## config.mk

```make
export PLATFORM = sky130hd
export DESIGN_NAME = digit_insertion_sorter
export DESIGN_NICKNAME = d
export VERILOG_FILES = /design/src/sv/dis_pkg.sv /design/src/sv/dis_cell.sv /design/src/sv/digit_insertion_sorter.sv
export SDC_FILE = /design/constraint.sdc
export NUM_CORES = 1
export LEC_CHECK = 0
export BUFFER_PORTS_ARGS = -buffer_cell sky130_fd_sc_hd__buf_2
export CORE_ASPECT_RATIO = 0.7
export CORE_MARGIN = 5
export CORE_UTILIZATION = 50
export DETAILED_ROUTE_END_ITERATION = 12
export PLACE_DENSITY = 0.79
export SYNTH_ARGS = -nofsm -noshare
export SYNTH_HDL_FRONTEND = slang
export SYNTH_SLANG_ARGS = --single-unit
```

## constraint.sdc

```tcl
create_clock -name i_clk -period 2.2 [get_ports i_clk]
set_clock_uncertainty 0.15 [all_clocks]
set_input_delay 0.11 -clock i_clk [delete_from_list [all_inputs] [get_ports i_clk]]
set_output_delay 0.11 -clock i_clk [all_outputs]
set_load 0.02 [all_outputs]
```

## src/sv/dis_pkg.sv

```systemverilog
// ----------------------------------------------------------------------------
// dis_pkg
// Shared types for the digit insertion sorter: digit type and cell controls.
// ----------------------------------------------------------------------------
package dis_pkg;

    localparam int unsigned DIGIT_W = 4;

    typedef logic [DIGIT_W-1:0] t_digit;

    // per-cycle command broadcast to every cell of the chain
    typedef struct packed {
        logic   insert;    // place ins_digit into the sorted row
        logic   shift;     // move every cell one place toward the output
        t_digit ins_digit; // digit being inserted
    } t_cell_ctl;

endpackage

```

## src/sv/dis_cell.sv

```systemverilog
// ----------------------------------------------------------------------------
// dis_cell
// One cell of the sorted row: holds a digit and its valid bit, compares it
// with the incoming digit and takes its neighbor's value on a move.
// ----------------------------------------------------------------------------
module dis_cell import dis_pkg::*; (
    input  logic      i_clk,
    input  logic      i_rst_n,
    input  t_cell_ctl i_ctl,
    input  t_digit    i_prev_digit,
    input  logic      i_prev_valid,
    input  logic      i_prev_less,
    input  t_digit    i_next_digit,
    input  logic      i_next_valid,
    output t_digit    o_digit,
    output logic      o_valid,
    output logic      o_less
);

    t_digit r_digit;
    logic   r_valid;
    t_digit n_digit;
    logic   n_valid;

    // held digit is strictly smaller than the one coming in
    assign o_less = r_valid && (r_digit < i_ctl.ins_digit);

    always_comb begin
        n_digit = r_digit;
        n_valid = r_valid;
        if (i_ctl.insert) begin
            if (o_less) begin
                n_digit = r_digit;
                n_valid = r_valid;
            end else if (i_prev_less) begin
                n_digit = i_ctl.ins_digit;
                n_valid = 1'b1;
            end else begin
                // larger digits move up one place
                n_digit = i_prev_digit;
                n_valid = i_prev_valid;
            end
        end else if (i_ctl.shift) begin
            n_digit = i_next_digit;
            n_valid = i_next_valid;
        end
    end

    always_ff @(posedge i_clk) begin
        r_digit <= n_digit;
        if (!i_rst_n) begin
            r_valid <= 1'b0;
        end else begin
            r_valid <= n_valid;
        end
    end

    assign o_digit = r_digit;
    assign o_valid = r_valid;

endmodule

```

## src/sv/digit_insertion_sorter.sv

```systemverilog
// ----------------------------------------------------------------------------
// digit_insertion_sorter
// Insertion sort of one number's digits in a row of compare-and-move cells.
// ----------------------------------------------------------------------------
// Each accepted digit is placed in its sorted position: every cell compares
// its digit with the new one and either keeps it, takes the new digit, or
// takes its lower neighbor's digit. A digit arriving with DEPTH cells full
// is dropped and sets the overflow flag. A digit carrying the end mark is
// inserted (or dropped, if the row is full) and then the row drains through
// cell 0, one digit per cycle while the output is ready, smallest first; no
// input item is accepted until the number's final digit has left.
module digit_insertion_sorter import dis_pkg::*; #(
    parameter int unsigned DEPTH = 16
) (
    input  logic   i_clk,
    input  logic   i_rst_n,
    input  logic   i_valid,
    output logic   o_ready,
    input  t_digit i_digit,
    input  logic   i_end_of_number,
    output logic   o_valid,
    input  logic   i_ready,
    output t_digit o_sorted_digit,
    output logic   o_last_out,
    output logic   o_overflowed
);

    t_digit     w_digit [DEPTH];
    logic [DEPTH-1:0] w_valid;
    logic [DEPTH-1:0] w_less;
    t_cell_ctl  w_ctl;

    logic r_emit;
    logic n_emit;
    logic r_dropped;
    logic n_dropped;

    logic w_in_acc;
    logic w_out_acc;
    logic w_full;

    assign w_full    = w_valid[DEPTH-1];
    assign o_ready   = !r_emit;
    assign w_in_acc  = i_valid && o_ready;
    assign o_valid   = r_emit;
    assign w_out_acc = o_valid && i_ready;

    assign w_ctl.insert    = w_in_acc && !w_full;
    assign w_ctl.shift     = w_out_acc;
    assign w_ctl.ins_digit = i_digit;

    genvar g;
    generate
        for (g = 0; g < DEPTH; g++) begin : g_cell
            t_digit w_pd;
            logic   w_pv;
            logic   w_pl;
            t_digit w_nd;
            logic   w_nv;
            if (g == 0) begin : g_first
                assign w_pd = '0;
                assign w_pv = 1'b0;
                assign w_pl = 1'b1;
            end else begin : g_mid
                assign w_pd = w_digit[g-1];
                assign w_pv = w_valid[g-1];
                assign w_pl = w_less[g-1];
            end
            if (g == DEPTH-1) begin : g_last
                assign w_nd = '0;
                assign w_nv = 1'b0;
            end else begin : g_body
                assign w_nd = w_digit[g+1];
                assign w_nv = w_valid[g+1];
            end
            dis_cell u_cell (
                .i_clk        (i_clk),
                .i_rst_n      (i_rst_n),
                .i_ctl        (w_ctl),
                .i_prev_digit (w_pd),
                .i_prev_valid (w_pv),
                .i_prev_less  (w_pl),
                .i_next_digit (w_nd),
                .i_next_valid (w_nv),
                .o_digit      (w_digit[g]),
                .o_valid      (w_valid[g]),
                .o_less       (w_less[g])
            );
        end
    endgenerate

    assign o_sorted_digit = w_digit[0];
    assign o_last_out     = !w_valid[1];
    assign o_overflowed   = r_dropped;

    always_comb begin
        n_emit    = r_emit;
        n_dropped = r_dropped;
        if (w_in_acc) begin
            if (w_full) begin
                n_dropped = 1'b1;
            end
            if (i_end_of_number) begin
                n_emit = 1'b1;
            end
        end
        if (w_out_acc && o_last_out) begin
            n_emit    = 1'b0;
            n_dropped = 1'b0;
        end
    end

    always_ff @(posedge i_clk) begin
        if (!i_rst_n) begin
            r_emit    <= 1'b0;
            r_dropped <= 1'b0;
        end else begin
            r_emit    <= n_emit;
            r_dropped <= n_dropped;
        end
    end

    a_emit_has_data: assert property (@(posedge i_clk) disable iff (!i_rst_n)
        o_valid |-> w_valid[0])
        else $error("emitting with an empty row");

    a_insert_grows: assert property (@(posedge i_clk) disable iff (!i_rst_n)
        (w_in_acc && !w_full) |=>
            ($countones(w_valid) == $past($countones(w_valid)) + 1))
        else $error("insert did not add one cell");

    a_last_empties: assert property (@(posedge i_clk) disable iff (!i_rst_n)
        (w_out_acc && o_last_out) |=> (!r_emit && (w_valid == '0) && !r_dropped))
        else $error("row not empty after last item");

    a_drop_flags: assert property (@(posedge i_clk) disable iff (!i_rst_n)
        (w_in_acc && w_full) |=> r_dropped)
        else $error("dropped digit did not raise overflow");

endmodule

```

Word level (Yosys, flattened, before mapping)
Index checks and enable logic that the tools add are counted.

word-level totals
  output and inout bits = 8
  logic and storage cells = 236
  bits in registers = 82
  input bits = 9

operators by class
  bitwise gates (word level) = 1
  order comparisons = 16
  reductions and logical operators = 43
  mux-type cells = 126
  equality and inequality tests = 16

operators by type and width
  cell                  count
  $mux W4               63
  $lt A4 B4 Y1          16
  $mux W1               63
  $reduce_and A2 Y1     18
  $ne A2 B2 Y1 const B  16
  $logic_and A1 B1 Y1   20
  $logic_not A1 Y1      3
  $reduce_bool A2 Y1    1
  $reduce_or A2 Y1      1
  $not A1 Y1            1

Longest topological paths before layout
  depth in word-level cells = 5
  gate-level depth with buffers = 7

By module
Synthesis repeated with hierarchy kept, for this count alone.

unflattened totals
  cells, all modules = 575
  area total of the unflattened synthesis = 5,785.5 µm²

modules (own cells, without submodules)
  module                  instances  sequential area each (µm²)  cells an instance  area each (µm²)
  dis_cell                16         140.1                       35                 354.1
  digit_insertion_sorter  1          40.0                        15                 120.1

Worst setup path before layout
Ideal clock, no wire load.

  path type = input to register
  start point = input port i_digit[1]
  end point = register g_cell[14].u_cell.r_digit[0] (enable)
  data required time = 1,689 ps
  stages = 7
  setup slack = 29 ps
  arrival time = 1,659 ps
  library setup time = 361 ps
  cells stage by stage = clkbuf_1 > inv_1 > ha_1 > inv_1 > o21ai_1 > nand2_1 > o21ai_0

on the way
  longest elaborated chain between the ends = 4

RTL lines
  item                                RTL line                      RTL
  from (decl)                         digit_insertion_sorter.sv:19  input t_digit i_digit,
  $lt A4 B4 Y1                        dis_cell.sv:26                assign o_less = r_valid && (r_digit < i_ctl.ins_digit);
  $logic_and A1 B1 Y1                 dis_cell.sv:26
  $ne A2 B2 Y1 (no source line)       n/a
  $reduce_and A2 Y1 (no source line)  n/a
  to (signal assigned)                dis_cell.sv:50                r_digit <= n_digit;
  to (decl)                           dis_cell.sv:20                t_digit r_digit;

Every way passes these cells.
A chain may end at the register's enable or synchronous reset.

Worst setup path in the final report
  start point = register g_cell[4].u_cell.r_digit[3]
  end point = register g_cell[4].u_cell.r_digit[2] (enable)

on the way
  longest elaborated chain between the ends = 4

RTL lines
  item                                RTL line
  from (decl)                         dis_cell.sv:20
  from (signal assigned)              dis_cell.sv:50
  $lt A4 B4 Y1                        dis_cell.sv:26
  $logic_and A1 B1 Y1                 dis_cell.sv:26
  $ne A2 B2 Y1 (no source line)       n/a
  $reduce_and A2 Y1 (no source line)  n/a

Every way passes these cells.

==> flow_metrics.tcl <==
set metrics [dict create \
    status "finished clean" \
    portBuffers 16 \
    crit_buf_inv 0 \
    synth_top_area_share 0.3516 \
    grt.busiest_layer "met2" \
    seq_area_frac_synth 0.4176 \
    min_path_type "in -> reg" \
    cts.clk_slew.worst_paths_ps 60 \
    grtUsageMet2 0.3258 \
    tightest_slew_ps 462.9 \
    slew_viol_final 0 \
    p_per_area_nw_per_um2 841.8 \
    ys.flop_type "edfxtp_1" \
    postRouteAntennaNets 0 \
    htree_levels 3 \
    wire_per_inst_um 18.70 \
    drive_above_1_share 0.1039 \
    die_w_um 135.0 \
    fp.dieH_um 97.47 \
    post-synth-top-count-cell "nand2_1" \
    multiInputGateArea_um2 3025 \
    clock_sinks 82 \
    critPathRequiredTime_ps 2080 \
    cts_setup_buffers 0 \
    overflow 0 \
    synthesis.area_um2 5465 \
    pin_count 17 \
    start_util 0.5199 \
    gp_congestion 0.8400 \
    cts.repair.resized 0 \
    viasPerCell 6.231 \
    drc_errors 0 \
    synth_seq_cells 82 \
    dieArea_um2 13150 \
    ys.warnings.count 0 \
    drt-initial-drc-count 421 \
    timing_worst_setup_path_type "reg -> reg" \
    grt_pass1_wl_um 22430 \
    clk_latency_ps 340 \
    grt_pass1_vias 4465 \
    crit_slowest_cell "edfxtp_1" \
    syn_nets 626 \
    setup_viol 0 \
    synthToLayoutAreaGrowth_pct 11.13 \
    cap_violations 0 \
    postSynthAreaPerCell_um2 9.555 \
    clk_path_buf_depth 2 \
    hold_violations 0 \
    nFillCells 914 \
    post-route-util 0.5778 \
    worst_setup_path_start_kind "register" \
    num_antenna_cells 0 \
    leakagePower_nw 2.537 \
    fin_crit_sh 0.9658 \
    max_slew_margin 0.6914 \
    synth-edff-count 64 \
    period_needed_ps 2125 \
    regArea_um2 2282 \
    drt_wl_total_um 13930 \
    antenna_found_initial 0 \
    grtUsageMet3 0.04658 \
    fin_tns_setup_ps 0 \
    worst_path_most_repeated_cell "nand2_1" \
    clock.fmax_ghz 0.4706 \
    dp_hpwl_um 9831 \
    fin_nets 646 \
    cp_cell_sequence "ha_1 > o211ai_1 > o211ai_2 > nand2_1 > nand2_1" \
    cts_buffers 9 \
    fp.coreArea_um2 10510 \
    path_max_fanout 4 \
    cts_tree "done" \
    root_buffer "clkbuf_16" \
    async_reset_ff_frac 0 \
    vdd_drop_max_mv 0.5346 \
    crit_family "compound AO/OA/AOI/OAI gates" \
    grt_use_total 0.2142 \
    num_rows 31 \
    worstPathArrival_ps 2000 \
    synthTopCellsByCount "101 x nand2_1, 64 x edfxtp_1, 62 x o21ai_0" \
    ys_types 36 \
    dr.pass1.iters 5 \
    max_stage_delay_ps 420 \
    num_vias 4642 \
    cp-end-kind "register" \
    rsz0062_at_grt "false" \
    synth.area.top_cells "edfxtp_1 35%, ha_1 10%, mux2i_1 7.1%" \
    syn_inst 572 \
    grt_max_degree 50 \
    synth_top_cell_by_area "edfxtp_1" \
    use_met1 0.3064 \
]
## cells in the final DEF, fill, tap and decap left out, drive strengths merged, types with 3 or more instances in the layout
cell,n
nand2,101
o21ai,67
edfxtp,64
ha,45
mux2i,39
nand3,35
buf,33
a21oi,32
o211ai,26
a31oi,20
nor2,18
dfxtp,18
nor2b,15
nor3b,15
o31ai,14
o21a,14
clkbuf,11
inv,8
clkinv,4
dlygate4sd3,4
nand2b,3
## area by class of cell
class,instances,area share
clock buffer,11,0.03832
clock inverter,5,0.007417
inverter,8,0.004944
multi-input combinational,454,0.4981
sequential,82,0.3758
tap,148,0.03049
timing repair buffer,37,0.04491
## through the flow
step                      setup WS (ps)  instance area, µm²  hold slack [ps]  total power, mW  instances
after global placement            166.1                5756            291.0            3.544        725
after global routing              1.381                6073            101.7            5.388        745
after detailed placement          118.7                5756            314.4            3.637        725
after floorplan                   29.13                5465            127.3            3.219        572
after CTS                         118.9                6073            64.60            5.086        745
final                             75.15                6073            69.23            5.113        745
## flip-flops by register name, indices dropped and copies added, names as in the netlist
| register | flops |
|---|---|
| o_overflowed | 1 |
| o_valid | 1 |
| g_cell.u_cell.o_digit | 64 |
| g_cell.u_cell.o_valid | 16 |
## worst register-to-register path: cells and delay by family (launching register included)
kind,cells,cell delay [ps]
fa+ha+maj,1,360
compound gates,2,500
flops,1,420
simple gates,2,380
## final timing paths
check	startpoint	endpoint	slack [ps]	depth (start not counted)
setup / recovery	g_cell[4].u_cell.o_digit[3]$_DFFE_PP_	g_cell[4].u_cell.o_digit[2]$_DFFE_PP_	80	5
hold reg to reg	o_overflowed$_SDFFE_PP0P_	o_overflowed$_SDFFE_PP0P_	350	2
hold / removal	i_ready	g_cell[14].u_cell.o_valid$_SDFFE_PN0P_	70	4
setup reg to reg	g_cell[4].u_cell.o_digit[3]$_DFFE_PP_	g_cell[4].u_cell.o_digit[2]$_DFFE_PP_	80	5
## kinds of logic after synthesis
kind of cell	Yosys count	share of synthesized area
simple gates	191	0.1639
compound gates	179	0.2129
flops	82	0.4176
fa+ha+maj	45	0.1030
mux	39	0.07143
buf+inv	36	0.03113
## where the power goes
part / switching (mW) / internal [mW]
logic: 0.847 / 0.544
clock network: 0.586 / 0.865
registers: 0.250 / 2.02
total: 1.68 / 3.43
## what timing repair did
action,CTS,global route
hold buffers,4,0
setup endpoints to repair,0,1
endpoints found under the hold margin,3,0
## routing by layer
| layer | up-vias | share of wire |
|---|---|---|
| li1 | 2203 | - |
| met1 | 2231 | 0.47 |
| met2 | 192 | 0.44 |
| met3 | 16 | 0.077 |
| met4 | 0 | 0.0099 |
| met5 | - | 0 |
(Power assumes the default switching activity.)
